[src/design/two_sum_pair_finder_assert.svh]
// Shared assertion macros; every user has clk and rst_n in scope.
`ifndef TWO_SUM_PAIR_FINDER_ASSERT_SVH
`define TWO_SUM_PAIR_FINDER_ASSERT_SVH

// Same-cycle implication.
`define TSP_ASSERT_NOW(label, ante, cons) \
    label: assert property (@(posedge clk) disable iff (!rst_n) (ante) |-> (cons)) \
        else $error("two_sum_pair_finder: check failed");

// Next-cycle implication.
`define TSP_ASSERT_NEXT(label, ante, cons) \
    label: assert property (@(posedge clk) disable iff (!rst_n) (ante) |=> (cons)) \
        else $error("two_sum_pair_finder: check failed");

`endif

[src/design/tsp_pkg.sv]
package tsp_pkg;

    localparam int MAX_ITEMS = 64;
    localparam int VAL_W     = 32;
    localparam int TGT_W     = 33;
    localparam int POS_W     = 7;
    localparam int CNT_W     = $clog2(MAX_ITEMS + 1);

    typedef enum logic [1:0] {
        STATUS_PAIR = 2'd0,
        STATUS_NONE = 2'd1,
        STATUS_FULL = 2'd2
    } status_t;

    // One stored element as it moves down the row.
    typedef struct packed {
        logic             valid;
        logic [VAL_W-1:0] value;
        logic [POS_W-1:0] pos;
    } tsp_entry_t;

    // Search keys broadcast to every cell.
    typedef struct packed {
        logic [VAL_W-1:0] value;
        logic [VAL_W-1:0] comp;
        logic             comp_ok;
    } tsp_key_t;

    typedef struct packed {
        logic shift;
        logic clear;
    } tsp_ctrl_t;

    typedef struct packed {
        logic             hit;
        logic [POS_W-1:0] hit_pos;
        logic             dup;
    } tsp_match_t;

endpackage

[src/design/two_sum_pair_finder.sv]
// Streaming two-sum pair finder.
// Input channel (in_valid / in_stall, value, last_item): one signed element of
// a set per transfer; last_item marks the final element of the set.
// Output channel (out_valid / out_stall, status, earlier_position,
// later_position): at most one result per set - a pair (status 0, with both
// 1-based positions), no pair (1) or capacity exceeded (2) at the set's end.
// cfg_write loads target_sum; write it only while the block is idle.
// Throughput: one element per cycle unless the output stalls. Each element
// is compared against all 64 stored entries at once by the row of cells; an
// insert shifts the row by one cell in the same cycle as that compare.
// A result is registered in the output register once the element that caused
// it has passed through the input stage.
// A stalled result holds the output register; the element behind it waits in
// the input stage and in_stall rises only when that stage is also occupied.
// Reset clears target_sum, the store and all per-set status; no clearing pass
// is needed, and the store is also emptied at once at the end of every set.
`include "two_sum_pair_finder_assert.svh"

module two_sum_pair_finder (
    input  logic                             clk,
    input  logic                             rst_n,
    input  logic                             cfg_write,
    input  logic signed [tsp_pkg::TGT_W-1:0] target_sum,
    input  logic                             in_valid,
    output logic                             in_stall,
    input  logic signed [tsp_pkg::VAL_W-1:0] value,
    input  logic                             last_item,
    output logic                             out_valid,
    input  logic                             out_stall,
    output logic [1:0]                       status,
    output logic [tsp_pkg::POS_W-1:0]        earlier_position,
    output logic [tsp_pkg::POS_W-1:0]        later_position
);
    import tsp_pkg::*;

    logic [TGT_W-1:0] target_reg;

    logic             s1_valid_reg;
    logic             s1_last_reg;
    logic [VAL_W-1:0] s1_value_reg;
    logic [VAL_W-1:0] s1_comp_reg;
    logic             s1_comp_ok_reg;

    logic [CNT_W-1:0] count_reg, count_next;
    logic             pair_reg, pair_next;
    logic             cap_reg, cap_next;

    logic             out_valid_reg, out_valid_next;
    status_t          status_reg;
    logic [POS_W-1:0] early_reg;
    logic [POS_W-1:0] late_reg;

    logic             blocked;
    logic             proc;
    logic             full;
    logic [POS_W-1:0] new_pos;
    logic [VAL_W+1:0] comp_wide;
    logic             comp_ok;

    logic             res_valid;
    status_t          res_status;
    logic [POS_W-1:0] res_early;
    logic [POS_W-1:0] res_late;

    tsp_ctrl_t        ctrl;
    tsp_key_t         key;
    tsp_match_t       match;

    // Exact complement in 34 bits; only in-range values can match the store.
    assign comp_wide = {target_reg[TGT_W-1], target_reg} - {{2{value[VAL_W-1]}}, value};
    assign comp_ok   = (comp_wide[VAL_W+1] == comp_wide[VAL_W-1])
                    && (comp_wide[VAL_W] == comp_wide[VAL_W-1]);

    assign blocked  = out_valid_reg && out_stall;
    assign proc     = s1_valid_reg && !blocked;
    assign in_stall = s1_valid_reg && blocked;

    assign full    = count_reg >= CNT_W'(MAX_ITEMS);
    assign new_pos = POS_W'(count_reg + CNT_W'(1));

    assign key.value   = s1_value_reg;
    assign key.comp    = s1_comp_reg;
    assign key.comp_ok = s1_comp_ok_reg;

    tsp_chain u_chain (
        .clk     (clk),
        .rst_n   (rst_n),
        .ctrl    (ctrl),
        .key     (key),
        .new_pos (new_pos),
        .match   (match)
    );

    always_comb
    begin
        count_next = count_reg;
        pair_next  = pair_reg;
        cap_next   = cap_reg;
        ctrl       = '0;
        res_valid  = 1'b0;
        res_status = STATUS_PAIR;
        res_early  = '0;
        res_late   = '0;
        if (proc)
        begin
            if (!pair_reg)
            begin
                if (full)
                begin
                    // drop: store is full
                    cap_next = 1'b1;
                end
                else
                begin
                    if (match.hit)
                    begin
                        res_valid  = 1'b1;
                        res_status = STATUS_PAIR;
                        res_early  = match.hit_pos;
                        res_late   = new_pos;
                        pair_next  = 1'b1;
                    end
                    else if (!match.dup)
                    begin
                        ctrl.shift = 1'b1;
                    end
                    count_next = count_reg + CNT_W'(1);
                end
                if (s1_last_reg && !pair_next)
                begin
                    res_valid  = 1'b1;
                    res_status = cap_next ? STATUS_FULL : STATUS_NONE;
                end
            end
            if (s1_last_reg)
            begin
                ctrl.clear = 1'b1;
                count_next = '0;
                pair_next  = 1'b0;
                cap_next   = 1'b0;
            end
        end
        out_valid_next = res_valid || (out_valid_reg && out_stall);
    end

    always_ff @(posedge clk or negedge rst_n)
    begin
        if (!rst_n)
        begin
            target_reg    <= '0;
            s1_valid_reg  <= 1'b0;
            count_reg     <= '0;
            pair_reg      <= 1'b0;
            cap_reg       <= 1'b0;
            out_valid_reg <= 1'b0;
        end
        else
        begin
            if (cfg_write)
            begin
                target_reg <= target_sum;
            end
            if (!in_stall)
            begin
                s1_valid_reg <= in_valid;
            end
            count_reg     <= count_next;
            pair_reg      <= pair_next;
            cap_reg       <= cap_next;
            out_valid_reg <= out_valid_next;
        end
    end

    always_ff @(posedge clk)
    begin
        if (!in_stall && in_valid)
        begin
            s1_last_reg    <= last_item;
            s1_value_reg   <= value;
            s1_comp_reg    <= comp_wide[VAL_W-1:0];
            s1_comp_ok_reg <= comp_ok;
        end
        if (res_valid)
        begin
            status_reg <= res_status;
            early_reg  <= res_early;
            late_reg   <= res_late;
        end
    end

    assign out_valid        = out_valid_reg;
    assign status           = status_reg;
    assign earlier_position = early_reg;
    assign later_position   = late_reg;

    `TSP_ASSERT_NOW(a_pair_positions, out_valid_reg && (status_reg == STATUS_PAIR),
                    (early_reg != '0) && (early_reg < late_reg))
    `TSP_ASSERT_NOW(a_nopair_positions, out_valid_reg && (status_reg != STATUS_PAIR),
                    (early_reg == '0) && (late_reg == '0))
    `TSP_ASSERT_NEXT(a_set_end_clears, proc && s1_last_reg,
                     (count_reg == '0) && !pair_reg && !cap_reg)
    `TSP_ASSERT_NOW(a_count_bound, 1'b1, count_reg <= CNT_W'(MAX_ITEMS))

endmodule

[src/design/tsp_cell.sv]
module tsp_cell (
    input  logic                clk,
    input  logic                rst_n,
    input  tsp_pkg::tsp_ctrl_t  ctrl,
    input  tsp_pkg::tsp_key_t   key,
    input  tsp_pkg::tsp_entry_t prev,
    output tsp_pkg::tsp_entry_t cur,
    output logic                comp_hit,
    output logic                dup
);
    import tsp_pkg::*;

    logic             valid_reg;
    logic [VAL_W-1:0] value_reg;
    logic [POS_W-1:0] pos_reg;

    always_ff @(posedge clk or negedge rst_n)
    begin
        if (!rst_n)
        begin
            valid_reg <= 1'b0;
        end
        else if (ctrl.clear)
        begin
            valid_reg <= 1'b0;
        end
        else if (ctrl.shift)
        begin
            valid_reg <= prev.valid;
        end
    end

    always_ff @(posedge clk)
    begin
        if (ctrl.shift)
        begin
            value_reg <= prev.value;
            pos_reg   <= prev.pos;
        end
    end

    assign cur.valid = valid_reg;
    assign cur.value = value_reg;
    assign cur.pos   = pos_reg;

    assign comp_hit = valid_reg && key.comp_ok && (value_reg == key.comp);
    assign dup      = valid_reg && (value_reg == key.value);

endmodule

[src/design/tsp_chain.sv]
`include "two_sum_pair_finder_assert.svh"

module tsp_chain (
    input  logic                    clk,
    input  logic                    rst_n,
    input  tsp_pkg::tsp_ctrl_t      ctrl,
    input  tsp_pkg::tsp_key_t       key,
    input  logic [tsp_pkg::POS_W-1:0] new_pos,
    output tsp_pkg::tsp_match_t     match
);
    import tsp_pkg::*;

    tsp_entry_t           link [0:MAX_ITEMS];
    logic [MAX_ITEMS-1:0] hit_vec;
    logic [MAX_ITEMS-1:0] dup_vec;
    logic [MAX_ITEMS-1:0] valid_vec;
    logic [POS_W-1:0]     pos_or;

    // New entries enter at the head and push older ones one cell along.
    assign link[0].valid = 1'b1;
    assign link[0].value = key.value;
    assign link[0].pos   = new_pos;

    for (genvar i = 0; i < MAX_ITEMS; i++)
    begin : g_cell
        tsp_cell u_cell (
            .clk      (clk),
            .rst_n    (rst_n),
            .ctrl     (ctrl),
            .key      (key),
            .prev     (link[i]),
            .cur      (link[i+1]),
            .comp_hit (hit_vec[i]),
            .dup      (dup_vec[i])
        );
        assign valid_vec[i] = link[i+1].valid;
    end

    // Stored values are distinct, so at most one cell hits.
    always_comb
    begin
        pos_or = '0;
        for (int i = 0; i < MAX_ITEMS; i++)
        begin
            pos_or = pos_or | (link[i+1].pos & {POS_W{hit_vec[i]}});
        end
    end

    assign match.hit     = |hit_vec;
    assign match.hit_pos = pos_or;
    assign match.dup     = |dup_vec;

    `TSP_ASSERT_NOW(a_comp_hit_unique, 1'b1, $onehot0(hit_vec))
    `TSP_ASSERT_NOW(a_dup_unique, 1'b1, $onehot0(dup_vec))
    `TSP_ASSERT_NOW(a_valid_prefix, 1'b1,
                    ((valid_vec + MAX_ITEMS'(1)) & valid_vec) == '0)

endmodule

[config.mk]
export PLATFORM = sky130hd
export DESIGN_NAME = two_sum_pair_finder
export DESIGN_NICKNAME = d
export VERILOG_FILES = /design/src/design/tsp_pkg.sv /design/src/design/two_sum_pair_finder.sv /design/src/design/tsp_cell.sv /design/src/design/tsp_chain.sv
export VERILOG_INCLUDE_DIRS = /design/src /design/src/design
export SDC_FILE = /design/constraint.sdc
export NUM_CORES = 2
export LEC_CHECK = 0
export BUFFER_PORTS_ARGS = -buffer_cell sky130_fd_sc_hd__buf_4
export CORE_MARGIN = 10
export CORE_UTILIZATION = 51
export CTS_CLUSTER_DIAMETER = 30
export DETAILED_ROUTE_END_ITERATION = 10
export GPL_ROUTABILITY_DRIVEN = 0
export GPL_TIMING_DRIVEN = 0
export PLACE_DENSITY = 0.67
export REMOVE_ABC_BUFFERS = 1
export SYNTH_ARGS = -nofsm -noshare
export SYNTH_HDL_FRONTEND = slang
export SYNTH_HIERARCHICAL = 1
export SYNTH_SLANG_ARGS = --single-unit
[constraint.sdc]
create_clock -name clk -period 256.5 [get_ports clk]
set_input_delay 12.825 -clock clk [delete_from_list [all_inputs] [get_ports clk]]
set_output_delay 12.825 -clock clk [all_outputs]
set_load 0.02 [all_outputs]
==> qor.csv <==
stage;metric;value;unit
final_layout;fillers;17161;
final_layout;Final nets;10631;
floorplanning;DIE AREA;280000;sq um
clock_tree;Clock transition at path regs;0.05;ns
synthesis;Yosys warning total;6;
synthesis;Gate Count Post-Synth;9269;
routing;final WL;464;mm
placement;port bufs;88;
global_routing;pin count of the biggest net entering global routing;66;
routing;DR pass1 iterations;6;
sta;Final setup viols;0;
setup_path;WP data arrival;13.24;ns
power_and_ir_drop;Clock Power Share;45.6;%
clock_tree;CTS resizes;0;
synthesis;syn_area_per_cell;14.3;sq um
clock_tree;CTS tree;done;
routing;Routed wire per std cell;32.3;um
sta;clock skew;0.0745;ns
sta;Final Hold Viols;0;
power_and_ir_drop;Leak;60.9;nW
run_status;status;finished, final reports clean;
power_and_ir_drop;Flop pwr share;37.4;%
routing;overall via count from detail_route;90859;
power_and_ir_drop;final total power;1.55;mW
clock_tree;H-tree depth;6;
floorplanning;I/O pin cnt;89;
sta;post-route setup slack;230.44;ns
global_routing;Global Route Usage Sum;32.1;%
power_and_ir_drop;Max IR drop VDD;0.00911;mV
clock_tree;postcts setup bufs;0;
sta;setup TNS;0;ns
synthesis;post-synthesis cell area;132000;sq um
clock_tree;hold_buf cts;0;
min_path;Hold Path Class;flop to flop;
floorplanning;Initial Util;51.4;%
placement;HPWL after DPL;351;mm
sta;Tcrit/Tclk final;10.2;%
power_and_ir_drop;combinational power share;17.0;%
floorplanning;Die W;529;um
final_layout;layout cell share with drive strength beyond 1;16.5;%
final_layout;synth-to-layout area growth;29.2;%
final_layout;footprint of the multi-input gates;51800;sq um
global_routing;antenna violations before repair;4;
clock_tree;CTS buffer count;549;
sta;Slew @ Worst Pin;1.27;ns
routing;Iter 0 DRT Violations;12676;
clock_tree;Clock Path Buffers;4;
sta;worst hold slack;0.434;ns
setup_path;startpoint types;input pin;
power_and_ir_drop;Psw;443;uW
final_layout;Reg area;80100;sq um
placement;Placed Area;153000;sq um
sta;RSZ-0062 raised after global routing;false;
run;MaxCap Viol Count;0;
placement;pre-CTS setup slack;230.44;ns
routing;# DRC;0;
routing;post-route ant nets;0;
power_and_ir_drop;Switching Share;28.5;%
setup_path;Data required, critical path;243.67;ns
global_routing;vias in the first global route;91724;
power_and_ir_drop;PD cells;9.08;nW/um^2
final_layout;fin area;171000;sq um
sta;Worst slew margin;14.8;%
clock_tree;Root Buffer;clkbuf_16;
sta;max-slew violations;0;
routing;routed vias/inst;6.32;
global_routing;first-pass GRT wire length;658;mm
final_layout;max FFs per register;2048;
setup_path;WS Path Type;input pin to primary output;
power_and_ir_drop;Internal;1.11;mW
floorplanning;row cnt;186;
sta;post-layout min period;26.06;ns
setup_path;CP Capture Type;primary output;
sta;Fmax achieved;38.4;MHz
global_routing;Remaining Overflow, GRT;0;
floorplanning;Chip Height;529;um
clock_tree;Clk Latency, worst-skew pair;0.95;ns
floorplanning;core area;258000;sq um
setup_path;CP Max Fanout;3;
clock_tree;number of clock sinks;2686;
power by group through the flow:
stage               Clock, mW  Sequential (mW)  Combinational [mW]
detailed placement          0            0.586               0.255
global route            0.734            0.583               0.275
global placement            0            0.971               0.158
floorplan                   0            0.830               0.125
finish                  0.707            0.581               0.264
CTS                     0.710            0.579               0.258
worst paths after layout:
check                                                                from                                          endpoint  slack [ns]  cells after the start
max                                                             out_stall                                          in_stall      230.44                      4
min in group asynchronous                                           rst_n                        target_reg[27]$_DFFE_PN0P_       11.86                      1
max reg2reg                                    s1_value_reg[23]$_DFFE_PP_  u_chain/g_cell[37].u_cell/value_reg[4]$_DFFE_PP_      247.12                     33
min                        u_chain/g_cell[35].u_cell/pos_reg[2]$_DFFE_PP_    u_chain/g_cell[36].u_cell/pos_reg[2]$_DFFE_PP_        0.43                      0
max in group asynchronous                                           rst_n   u_chain/g_cell[53].u_cell/valid_reg$_DFFE_PN0P_      243.62                      2
min reg2reg                u_chain/g_cell[35].u_cell/pos_reg[2]$_DFFE_PP_    u_chain/g_cell[36].u_cell/pos_reg[2]$_DFFE_PP_        0.43                      0
cells in the final DEF (no fill, tap or decap), types with 103 or more instances in the layout:
cell type,instances
xor2_1,3788
edfxtp_1,2578
nor4_1,929
clkbuf_16,560
buf_16,421
xnor2_1,341
buf_6,252
nand4_1,236
nand3_1,204
nor3_1,135
a22o_1,116
dfrtp_1,108
a221oi_1,103
per-stage QoR:
step / utilization [%] / instances
after floorplan: - / 9129
after global placement: 52.9 / 12601
after detailed placement: 59.2 / 13357
after CTS: 66.4 / 14357
after global routing: 66.4 / 14359
final: 66.4 / 14366
routing by layer:
layer | track usage (%) | wire [um] | share of wire [%] | vias to the layer above
met4 | 15.9 | 28300 | 6.1 | 4
met5 | 0 | 20 | 0.0043 | -
met3 | 10.8 | 60900 | 13 | 1541
met1 | 42.7 | 177000 | 38 | 45456
li1 | - | - | - | 37152
met2 | 47.1 | 198000 | 43 | 6706
layout make-up:
class	count	area share (%)
sequential	2686	46.8
multi-input combinational	6394	30.3
timing repair buffer	844	9.53
clock buffer	664	8.53
tap	3384	2.48
clock inverter	336	2.24
inverter	49	0.108
antenna	9	0.0132
worst max-delay path, stage by stage:
cell and delay [ns]:
buf_4 0.11, nand3_1 0.10, inv_1 0.05, buf_4 0.15
(Power assumes the default switching activity.)
